[src/sv/hcbd_pkg.sv]
// Package for the chunked body decoder: item structs, parser phase codes,
// result kinds, error codes and the hex digit decoder. No dependencies.
package hcbd_pkg;

  typedef struct packed {
    logic [7:0] body_byte;
    logic       new_body;
  } in_item_t;

  typedef struct packed {
    logic [7:0] payload_byte;
    logic [1:0] kind;
    logic [2:0] error_code;
  } out_item_t;

  // parser phases
  localparam logic [2:0] PH_DIGITS  = 3'd0;
  localparam logic [2:0] PH_EXT     = 3'd1;
  localparam logic [2:0] PH_DATA    = 3'd2;
  localparam logic [2:0] PH_DATA_CR = 3'd3;
  localparam logic [2:0] PH_DATA_LF = 3'd4;
  localparam logic [2:0] PH_TRAILER = 3'd5;
  localparam logic [2:0] PH_DONE    = 3'd6;
  localparam logic [2:0] PH_ERROR   = 3'd7;

  localparam logic [1:0] KIND_PAYLOAD = 2'd0;
  localparam logic [1:0] KIND_END     = 2'd1;
  localparam logic [1:0] KIND_ERROR   = 2'd2;

  localparam logic [2:0] ERR_NONE      = 3'd0;
  localparam logic [2:0] ERR_BAD_SIZE  = 3'd1;
  localparam logic [2:0] ERR_TOO_LARGE = 3'd2;
  localparam logic [2:0] ERR_LINE_LONG = 3'd3;
  localparam logic [2:0] ERR_NO_CRLF   = 3'd4;

  localparam logic [7:0] CH_CR   = 8'h0D;
  localparam logic [7:0] CH_LF   = 8'h0A;
  localparam logic [7:0] CH_SEMI = 8'h3B;

  localparam int          MAX_SIZE_W     = 31;
  localparam logic [30:0] MAX_SIZE_RESET = 31'h7FFF_FFFF;

  localparam logic [2:0] REG_MAX_CHUNK = 3'd0;

  // {is_hex, value}
  function automatic logic [4:0] hex_decode(input logic [7:0] b);
    logic [4:0] r;
    r = 5'd0;
    if (b >= 8'h30 && b <= 8'h39) begin
      r = {1'b1, 4'(b - 8'h30)};
    end else if (b >= 8'h61 && b <= 8'h66) begin
      r = {1'b1, 4'(b - 8'h57)};
    end else if (b >= 8'h41 && b <= 8'h46) begin
      r = {1'b1, 4'(b - 8'h37)};
    end
    return r;
  endfunction

endpackage

[src/sv/http_chunked_body_decoder.sv]
// Chunked transfer decoder top level: byte parser, result register and skid.
// Depends on hcbd_pkg.
//
//   channel  direction  handshake             payload
//   in_      input      in_valid / in_stall   hcbd_pkg::in_item_t
//   out_     output     out_valid / out_stall hcbd_pkg::out_item_t
//   cfg      input      APB psel/penable      max_chunk_size at address 0
//
// One body byte per cycle while in_stall is low; each result is registered.
// The parser state update is the only loop; a result that meets a stalled
// output register goes to a one-entry skid, and in_stall is high while the
// skid holds a result. rst_n is synchronous; all parser state is cleared
// and max_chunk_size returns to 0x7FFFFFFF.
module http_chunked_body_decoder #(
  parameter int SIZE_LINE_MAX = 63,
  parameter int COUNT_WIDTH   = 31
) (
  input  logic                 clk,
  input  logic                 rst_n,
  input  logic                 in_valid,
  output logic                 in_stall,
  input  hcbd_pkg::in_item_t   in_data,
  output logic                 out_valid,
  input  logic                 out_stall,
  output hcbd_pkg::out_item_t  out_data,
  input  logic                 psel,
  input  logic                 penable,
  input  logic                 pwrite,
  input  logic [2:0]           paddr,
  input  logic [31:0]          pwdata,
  output logic [31:0]          prdata,
  output logic                 pready
);
  import hcbd_pkg::*;

  localparam int LW    = $clog2(SIZE_LINE_MAX);
  localparam int CMP_W = (COUNT_WIDTH > MAX_SIZE_W) ? COUNT_WIDTH : MAX_SIZE_W;

  logic [MAX_SIZE_W-1:0]  max_r;
  logic [2:0]             phase_r, phase_nxt;
  logic [COUNT_WIDTH-1:0] acc_r, acc_nxt;
  logic                   ovf_r, ovf_nxt;
  logic                   dig_r, dig_nxt;
  logic                   crp_r, crp_nxt;
  logic [LW-1:0]          llen_r, llen_nxt;
  logic [COUNT_WIDTH-1:0] rem_r, rem_nxt;
  logic                   tle_r, tle_nxt;

  logic       out_v_r, skid_v_r;
  out_item_t  out_r, skid_r;

  logic       in_fire, pop;
  logic       res_v;
  out_item_t  res;
  logic [4:0] hx;
  logic [COUNT_WIDTH-1:0] rem_dec;

  assign pready    = 1'b1;
  assign prdata    = (paddr[2] == REG_MAX_CHUNK[0]) ? {1'b0, max_r} : 32'd0;
  assign in_stall  = skid_v_r;
  assign out_valid = out_v_r;
  assign out_data  = out_r;
  assign in_fire   = in_valid && !skid_v_r;
  assign pop       = out_v_r && !out_stall;
  assign hx        = hex_decode(in_data.body_byte);

  always_ff @(posedge clk) begin
    if (!rst_n) begin
      max_r <= MAX_SIZE_RESET;
    end else if (psel && penable && pwrite && paddr[2] == REG_MAX_CHUNK[0]) begin
      max_r <= pwdata[MAX_SIZE_W-1:0];
    end
  end

  always_comb begin
    phase_nxt = phase_r;
    acc_nxt   = acc_r;
    ovf_nxt   = ovf_r;
    dig_nxt   = dig_r;
    crp_nxt   = crp_r;
    llen_nxt  = llen_r;
    rem_nxt   = rem_r;
    tle_nxt   = tle_r;
    res_v     = 1'b0;
    res       = '{payload_byte: 8'd0, kind: KIND_PAYLOAD, error_code: ERR_NONE};
    rem_dec   = rem_r - COUNT_WIDTH'(1);

    if (in_data.new_body) begin
      phase_nxt = PH_DIGITS;
      acc_nxt   = '0;
      ovf_nxt   = 1'b0;
      dig_nxt   = 1'b0;
      crp_nxt   = 1'b0;
      llen_nxt  = '0;
      rem_nxt   = '0;
      tle_nxt   = 1'b1;
      rem_dec   = '1;
    end

    unique case (phase_nxt)
      PH_DIGITS, PH_EXT: begin
        if (in_data.body_byte == CH_LF) begin
          // end of size line: validate and pick data or trailer
          if (!dig_nxt) begin
            res_v = 1'b1; res.kind = KIND_ERROR; res.error_code = ERR_BAD_SIZE;
            phase_nxt = PH_ERROR;
          end else if (ovf_nxt || CMP_W'(acc_nxt) > CMP_W'(max_r)) begin
            res_v = 1'b1; res.kind = KIND_ERROR; res.error_code = ERR_TOO_LARGE;
            phase_nxt = PH_ERROR;
          end else if (acc_nxt == '0) begin
            phase_nxt = PH_TRAILER;
            tle_nxt   = 1'b1;
            crp_nxt   = 1'b0;
          end else begin
            rem_nxt   = acc_nxt;
            phase_nxt = PH_DATA;
          end
        end else if (llen_nxt >= LW'(SIZE_LINE_MAX - 1)) begin
          res_v = 1'b1; res.kind = KIND_ERROR; res.error_code = ERR_LINE_LONG;
          phase_nxt = PH_ERROR;
        end else begin
          llen_nxt = llen_nxt + LW'(1);
          if (phase_nxt == PH_DIGITS) begin
            if (in_data.body_byte == CH_CR) begin
              if (crp_nxt) begin
                res_v = 1'b1; res.kind = KIND_ERROR; res.error_code = ERR_BAD_SIZE;
                phase_nxt = PH_ERROR;
              end else begin
                crp_nxt = 1'b1;
              end
            end else if (crp_nxt) begin
              res_v = 1'b1; res.kind = KIND_ERROR; res.error_code = ERR_BAD_SIZE;
              phase_nxt = PH_ERROR;
            end else if (in_data.body_byte == CH_SEMI) begin
              if (!dig_nxt) begin
                res_v = 1'b1; res.kind = KIND_ERROR; res.error_code = ERR_BAD_SIZE;
                phase_nxt = PH_ERROR;
              end else begin
                phase_nxt = PH_EXT;
              end
            end else if (!hx[4]) begin
              res_v = 1'b1; res.kind = KIND_ERROR; res.error_code = ERR_BAD_SIZE;
              phase_nxt = PH_ERROR;
            end else begin
              dig_nxt = 1'b1;
              // stick the overflow flag instead of shifting out nonzero digits
              if (acc_nxt[COUNT_WIDTH-1 -: 4] != 4'd0) begin
                ovf_nxt = 1'b1;
              end else begin
                acc_nxt = {acc_nxt[COUNT_WIDTH-5:0], hx[3:0]};
              end
            end
          end
        end
      end
      PH_DATA: begin
        rem_nxt = rem_dec;
        if (rem_dec == '0) begin
          phase_nxt = PH_DATA_CR;
        end
        res_v = 1'b1;
        res.payload_byte = in_data.body_byte;
      end
      PH_DATA_CR: begin
        if (in_data.body_byte != CH_CR) begin
          res_v = 1'b1; res.kind = KIND_ERROR; res.error_code = ERR_NO_CRLF;
          phase_nxt = PH_ERROR;
        end else begin
          phase_nxt = PH_DATA_LF;
        end
      end
      PH_DATA_LF: begin
        if (in_data.body_byte != CH_LF) begin
          res_v = 1'b1; res.kind = KIND_ERROR; res.error_code = ERR_NO_CRLF;
          phase_nxt = PH_ERROR;
        end else begin
          phase_nxt = PH_DIGITS;
          acc_nxt   = '0;
          ovf_nxt   = 1'b0;
          dig_nxt   = 1'b0;
          crp_nxt   = 1'b0;
          llen_nxt  = '0;
        end
      end
      PH_TRAILER: begin
        if (in_data.body_byte == CH_LF) begin
          if (tle_nxt) begin
            phase_nxt = PH_DONE;
            res_v = 1'b1;
            res.kind = KIND_END;
          end else begin
            tle_nxt = 1'b1;
            crp_nxt = 1'b0;
          end
        end else if (in_data.body_byte == CH_CR && tle_nxt && !crp_nxt) begin
          crp_nxt = 1'b1;
        end else begin
          tle_nxt = 1'b0;
        end
      end
      default: begin
        // done or error: drop bytes until a new body
      end
    endcase
  end

  always_ff @(posedge clk) begin
    if (!rst_n) begin
      phase_r <= PH_DIGITS;
      acc_r   <= '0;
      ovf_r   <= 1'b0;
      dig_r   <= 1'b0;
      crp_r   <= 1'b0;
      llen_r  <= '0;
      rem_r   <= '0;
      tle_r   <= 1'b1;
    end else if (in_fire) begin
      phase_r <= phase_nxt;
      acc_r   <= acc_nxt;
      ovf_r   <= ovf_nxt;
      dig_r   <= dig_nxt;
      crp_r   <= crp_nxt;
      llen_r  <= llen_nxt;
      rem_r   <= rem_nxt;
      tle_r   <= tle_nxt;
    end
  end

  // Output register with a one-entry skid behind it
  always_ff @(posedge clk) begin
    if (!rst_n) begin
      out_v_r  <= 1'b0;
      skid_v_r <= 1'b0;
    end else if (!out_v_r || pop) begin
      if (skid_v_r) begin
        out_v_r  <= 1'b1;
        skid_v_r <= 1'b0;
      end else begin
        out_v_r <= in_fire && res_v;
      end
    end else if (in_fire && res_v) begin
      skid_v_r <= 1'b1;
    end
  end

  always_ff @(posedge clk) begin
    if (!out_v_r || pop) begin
      out_r <= skid_v_r ? skid_r : res;
    end else if (in_fire && res_v) begin
      skid_r <= res;
    end
  end

endmodule

[config.mk]
export PLATFORM = sky130hd
export DESIGN_NAME = http_chunked_body_decoder
export DESIGN_NICKNAME = d
export VERILOG_FILES = /design/src/sv/hcbd_pkg.sv /design/src/sv/http_chunked_body_decoder.sv
export SDC_FILE = /design/constraint.sdc
export NUM_CORES = 1
export LEC_CHECK = 0
export BUFFER_PORTS_ARGS = -buffer_cell sky130_fd_sc_hd__buf_2
export CORE_UTILIZATION = 54
export CTS_CLUSTER_DIAMETER = 200
export CTS_CLUSTER_SIZE = 24
export DETAILED_ROUTE_END_ITERATION = 8
export PLACE_DENSITY = 0.77
export SLEW_MARGIN = 20
export SYNTH_ARGS = -nofsm -noshare
export SYNTH_HDL_FRONTEND = slang
export SYNTH_SLANG_ARGS = --single-unit
[constraint.sdc]
create_clock -name clk -period 3.9 [get_ports clk]
set_input_delay 0.195 -clock clk [delete_from_list [all_inputs] [get_ports clk]]
set_output_delay 0.195 -clock clk [all_outputs]
set_load 0.02 [all_outputs]
## After elaboration in Yosys (flattened, before gate mapping)

Index checks and enable logic that the tools add are counted.
W data, S select, Z words.

| storage, ports and cells | value |
|---|---|
| input bits | 51 |
| logic and storage cells | 191 |
| flip-flop bits (word level) | 134 |
| output and inout port bits | 48 |

| cells by class | value |
|---|---|
| eq/ne operators | 10 |
| multiplexer cells | 124 |
| magnitude comparators | 8 |
| bitwise logic cells | 3 |
| add/subtract/negate cells | 5 |
| reductions and logical operators | 24 |

Operator list:

| operator | number |
|---|---|
| $mux W31 | 17 |
| $pmux W31 S2 | 2 |
| $mux W5 | 16 |
| $logic_not A31 Y1 | 2 |
| $mux W1 | 56 |
| $mux W3 | 17 |
| $gt A31 B31 Y1 | 1 |
| $sub A31 B1 Y31 const B | 1 |
| $mux W6 | 4 |
| $eq A8 B4 Y1 const B | 2 |
| $ge A8 B7 Y1 const B | 2 |
| $le A8 B7 Y1 const B | 2 |
| $ne A8 B4 Y1 const B | 2 |
| $pmux W3 S5 | 1 |
| $mux W13 | 1 |
| $pmux W6 S2 | 1 |
| $logic_and A1 B1 Y1 | 11 |
| $pmux W3 S3 | 1 |
| $eq A8 B6 Y1 const B | 1 |
| $ge A8 B6 Y1 const B | 1 |
| $le A8 B6 Y1 const B | 1 |
| $mux W8 | 1 |
| $pmux W2 S4 | 1 |
| $sub A4 B3 Y4 const B | 2 |
| 17 further kinds | 28 |

## Depth between registers and ports, before layout

| depth | value |
|---|---|
| word-level depth | 15 |
| depth in mapped cells | 17 |
| depth with buffers taken out | 12 |

## Least setup slack after synthesis

Ideal clock, no wire load.

| path | value |
|---|---|
| kind | in2reg |
| start point | in in_data[0] (netlist name) |
| end point | reg skid_r[0] (netlist name) (enable) |
| cell stages on the path | 15 |
| data arrival time | 3800 ps |
| path slack | -282 ps |
| buffers on the path | 5 |
| required time | 3518 ps |
| library setup time | 382 ps |
| cells stage by stage | clkbuf_1 -> clkbuf_1 -> clkbuf_1 -> clkbuf_1 -> clkbuf_1 -> nor2_1 -> ha_1 -> nand4_1 -> or4_1 -> a41o_1 -> inv_1 -> o32ai_2 -> a21oi_2 -> o31ai_2 -> nor2_1 |

| on the way | value |
|---|---|
| word-level cells in the longest chain between the ends | 11 |
| elaborated cells between the ends (all ways) | 32 |
| classes of those cells | 2 x order compare; 5 x eq/ne; 20 x mux; 5 x reduce/logical |

Ends and longest elaborated chain:

| what | line | RTL |
|---|---|---|
| from (decl) | http_chunked_body_decoder.sv:22 | `input hcbd_pkg::in_item_t in_data,` |
| parallel branches: the longest is 8 deep, another holds $gt A31 B31 Y1 | - |  |
| $pmux W1 S5 * | http_chunked_body_decoder.sv:100 | `unique case (phase_nxt)` |
| $logic_and A1 B1 Y1 * | http_chunked_body_decoder.sv:249 | `end else if (in_fire && res_v) begin` |
| $reduce_and A2 Y1 (no source line) * | - |  |
| to (signal assigned) | http_chunked_body_decoder.sv:250 | `skid_r <= res;` |
| to (decl) | http_chunked_body_decoder.sv:50 | `out_item_t out_r, skid_r;` |

Mark *: on every way between the ends.
A chain may end at the register's enable or synchronous reset.

## Worst setup path after layout

| path | value |
|---|---|
| start point | reg acc_r[1] |
| end point | reg skid_r[4] (netlist name) (enable) |

| on the way | value |
|---|---|
| word-level cells in the longest chain between the ends | 9 |

Ends and longest elaborated chain:

| what | line | RTL |
|---|---|---|
| from (decl) | http_chunked_body_decoder.sv:41 | `logic [COUNT_WIDTH-1:0] acc_r, acc_nxt;` |
| from (signal assigned) | http_chunked_body_decoder.sv:219 | `acc_r <= acc_nxt;` |
| $mux W31 | http_chunked_body_decoder.sv:88 | `if (in_data.new_body) begin` |
| $gt A31 B31 Y1 | http_chunked_body_decoder.sv:107 | `end else if (ovf_nxt \|\| CMP_W'(acc_nxt) > CMP_W'(max_r)) begin` |
| $logic_or A1 B1 Y1 | http_chunked_body_decoder.sv:107 |  |
| $mux W1 | http_chunked_body_decoder.sv:107 |  |
| $mux W1 | http_chunked_body_decoder.sv:104 | `if (!dig_nxt) begin` |
| $mux W1 | http_chunked_body_decoder.sv:102 | `if (in_data.body_byte == CH_LF) begin` |
| $pmux W1 S5 | http_chunked_body_decoder.sv:100 |  |
| $logic_and A1 B1 Y1 | http_chunked_body_decoder.sv:249 |  |
| $reduce_and A2 Y1 (no source line) | - |  |

Every way passes these cells.

==> results.cfg <==
[yosys]
ys_ff_latch = 134
synth_warnings = 0
synth_top_area_frac = 0.243
synth_edf_count = 26
ys_dominant_reg_cell = dfxtp_1
yosysTopAreaCell = dfxtp_1
synthTopCellsByArea = dfxtp_1 24%, edfxtp_1 8.8%, a21oi_1 5.5%
synth_fp_nets = 1247
yosysMostFrequentCell = nand2_1
ys_async_sr_fraction = 0
syn-cell-area_sq_mm = 0.00891
synth_commonest_cells = 127 x nand2_1, 113 x nor2_1, 108 x dfxtp_1
syn_area_per_cell_sq_um = 7.69
synth.distinct_cells = 87
synth.yosys.seq_area_share = 0.330
synthCells = 1159

[sta]
skew_ns = 0.0104
hold_viol = 4
rsz0062_at_grt = no
max_slew.worst_pin.slew_ns = 1.04
setup_viol = 0
finalCritPeriodShare = 0.891
fin_setup_tns_ns = 0
post-route-min-period_ns = 3.48
relSlewSlack = 0.307
finalMaxSlewViolations = 0
max_freq_mhz = 288
holdWs_ns = -0.00972

[setup_path]
end_kind = register
cp.arrival_ns = 3.62
r2r_start = acc_r[1]$_SDFFE_PN0P_
crit_type = register to register
critPathMaxFanout = 13
rrSetupSlack_ns = 0.42
crit_required_ns = 4.04
reg2reg_depth = 9
startpoint = acc_r[1]$_SDFFE_PN0P_
worst_setup_path_start_kind = register

[cts]
clk_latency_ns = 0.44
clockRootBuffer = clkbuf_16
clkTransAtPathRegs_ns = 0.06
htreeDepth = 4
clockBufferDepth = 2
post_cts_resized = 0
cts_tree = yes
clkSinkCount = 134
postCtsHoldBufs = 26
numCtsBuffers = 17
cts_setup_buffers = 0

[placed_design]
place_congestion = 0.995
io_buffers = 93
post-dp-hpwl_um = 20200
placed_area_sq_mm = 0.00965
dp.cells = 1425

[grt]
grt_pass1_vias = 8973
track_usage = 0.352
grt_max_degree = 63
grt_first_pass_wirelength_um = 46000
grt_overflow_total = 0
antenna_found_initial = 1

[die]
die_h_um = 130
ios = 99
floorplan.die_area_sq_mm = 0.0170
fp.dieW_um = 130
core_area_sq_mm = 0.0160
initial_core_util = 0.557
row_count = 46

[power]
leakage_nw = 4.40
clkPwrFrac = 0.404
switchingPower_mw = 1.29
swShare = 0.328
ir_worst_vdd_v = 0.000325
power.internal_mw = 2.65
p_per_area_mw_per_mm2 = 376
pwr-share-comb = 0.204
p_seq_frac = 0.392

[routing]
wire_per_inst_um = 19.8
firstDrtPassIters = 6
vias = 9675
postRouteAntennaNets = 0
routed_wl_um = 29400
routed_via_density = 6.52
drc = 0
drtIter0Drc = 1051

[outcome]
violations = negative hold slack
status = finished with violations

[cells_and_area]
postLayoutCellArea_sq_mm = 0.0105
antenna_cells = 0
layout-drive-gt1-share = 0.158
utilization = 0.655
syn_to_final_growth_pct = 17.6
final_cells = 1483
layout.nets = 1342

[hold_path]
worstHoldPathCells = 3
hp-start = pwdata[13]
hp-class = input port to register

[run]
max_cap_violations = 0
## power groups by stage
| stage | logic [mW] | registers (mW) | clock network, mW |
|---|---|---|---|
| 2_1_floorplan | 0.509 | 1.56 | 0 |
| 3_3_place_gp | 0.738 | 1.57 | 0 |
| 3_5_place_dp | 0.753 | 1.57 | 0 |
| 4_1_cts | 0.778 | 1.54 | 1.59 |
| 5_1_grt | 0.865 | 1.55 | 1.66 |
| 6_report | 0.803 | 1.54 | 1.59 |
## path summary, 6_finish.rpt
kind,endpoint
min reg2reg,ovf_r$_SDFFE_PN0P_
min,max_r[13]$_SDFFE_PN1P_
max,skid_r[4]$_DFFE_PP_
max reg2reg,skid_r[4]$_DFFE_PP_
## area by class of cell
cell class	instances	area (sq um)
fill	1426	5530
multi-input combinational	882	5440
sequential	134	2940
timing repair buffer	156	1020
clock buffer	17	425
tap	216	270
inverter	63	236
clock inverter	15	143
## per-stage QoR
stage	hold slack (ns)	power, mW	worst slack (ns)
final	-0.00972	3.94	0.425
after global routing	0.00573	4.07	0.226
after CTS	0.000991	3.91	0.456
after detailed placement	0.424	2.32	0.310
after global placement	0.416	2.31	0.441
after floorplan	0.334	2.07	0.0377
## sequential cells by signal (all words and copies together) (netlist names), 3 cells and up
register and cells:
phase_r 3, llen_r 6, acc_r 31, out_data 13, skid_r 13, rem_r 31, max_r 31
## layer usage
metal	vias to the layer above	wire, um	GRT usage
li1	4477	-	-
met1	4532	12200	0.452
met2	540	12900	0.554
met3	124	2790	0.0704
met4	2	1440	0.197
met5	-	24	0
## placed cells by master (no fill, tap or decap), drive strengths merged, types with 10 or more instances in the layout
master       instances
a21oi               99
nand2              128
inv                 70
o31ai               12
nor2               115
o21ai               96
or3                 10
mux2                10
o211ai              36
dlygate4sd3         26
ha                  37
nand2b              10
nand3               25
a31oi               15
nor4                23
clkbuf              17
mux2i               10
a211oi              14
edfxtp              26
o22ai               13
nor3                25
dfxtp              108
nand4               14
buf                130
nor2b               30
## cell families after synthesis
family / after synthesis / synth area share
and+or+nand+nor: 420 / 0.229
AOI/OAI and AO/OA: 392 / 0.291
buffers and inverters: 143 / 0.0628
DFF: 134 / 0.330
adders and majority gates: 38 / 0.0531
muxes: 20 / 0.0239
xor gates and xnor gates: 10 / 0.00983
other: 2 / 0.000843
## worst max-delay path, stage by stage (launching register included)
cell	delay [ns]
dfxtp_1	0.33
nor2b_1	0.37
ha_1	0.33
a21o_1	0.17
maj3_1	0.35
a221o_1	0.40
o32ai_4	0.53
a21oi_2	0.12
o31ai_2	0.42
nor2_4	0.17
No activity file was read; power rests on OpenSTA's default activity.
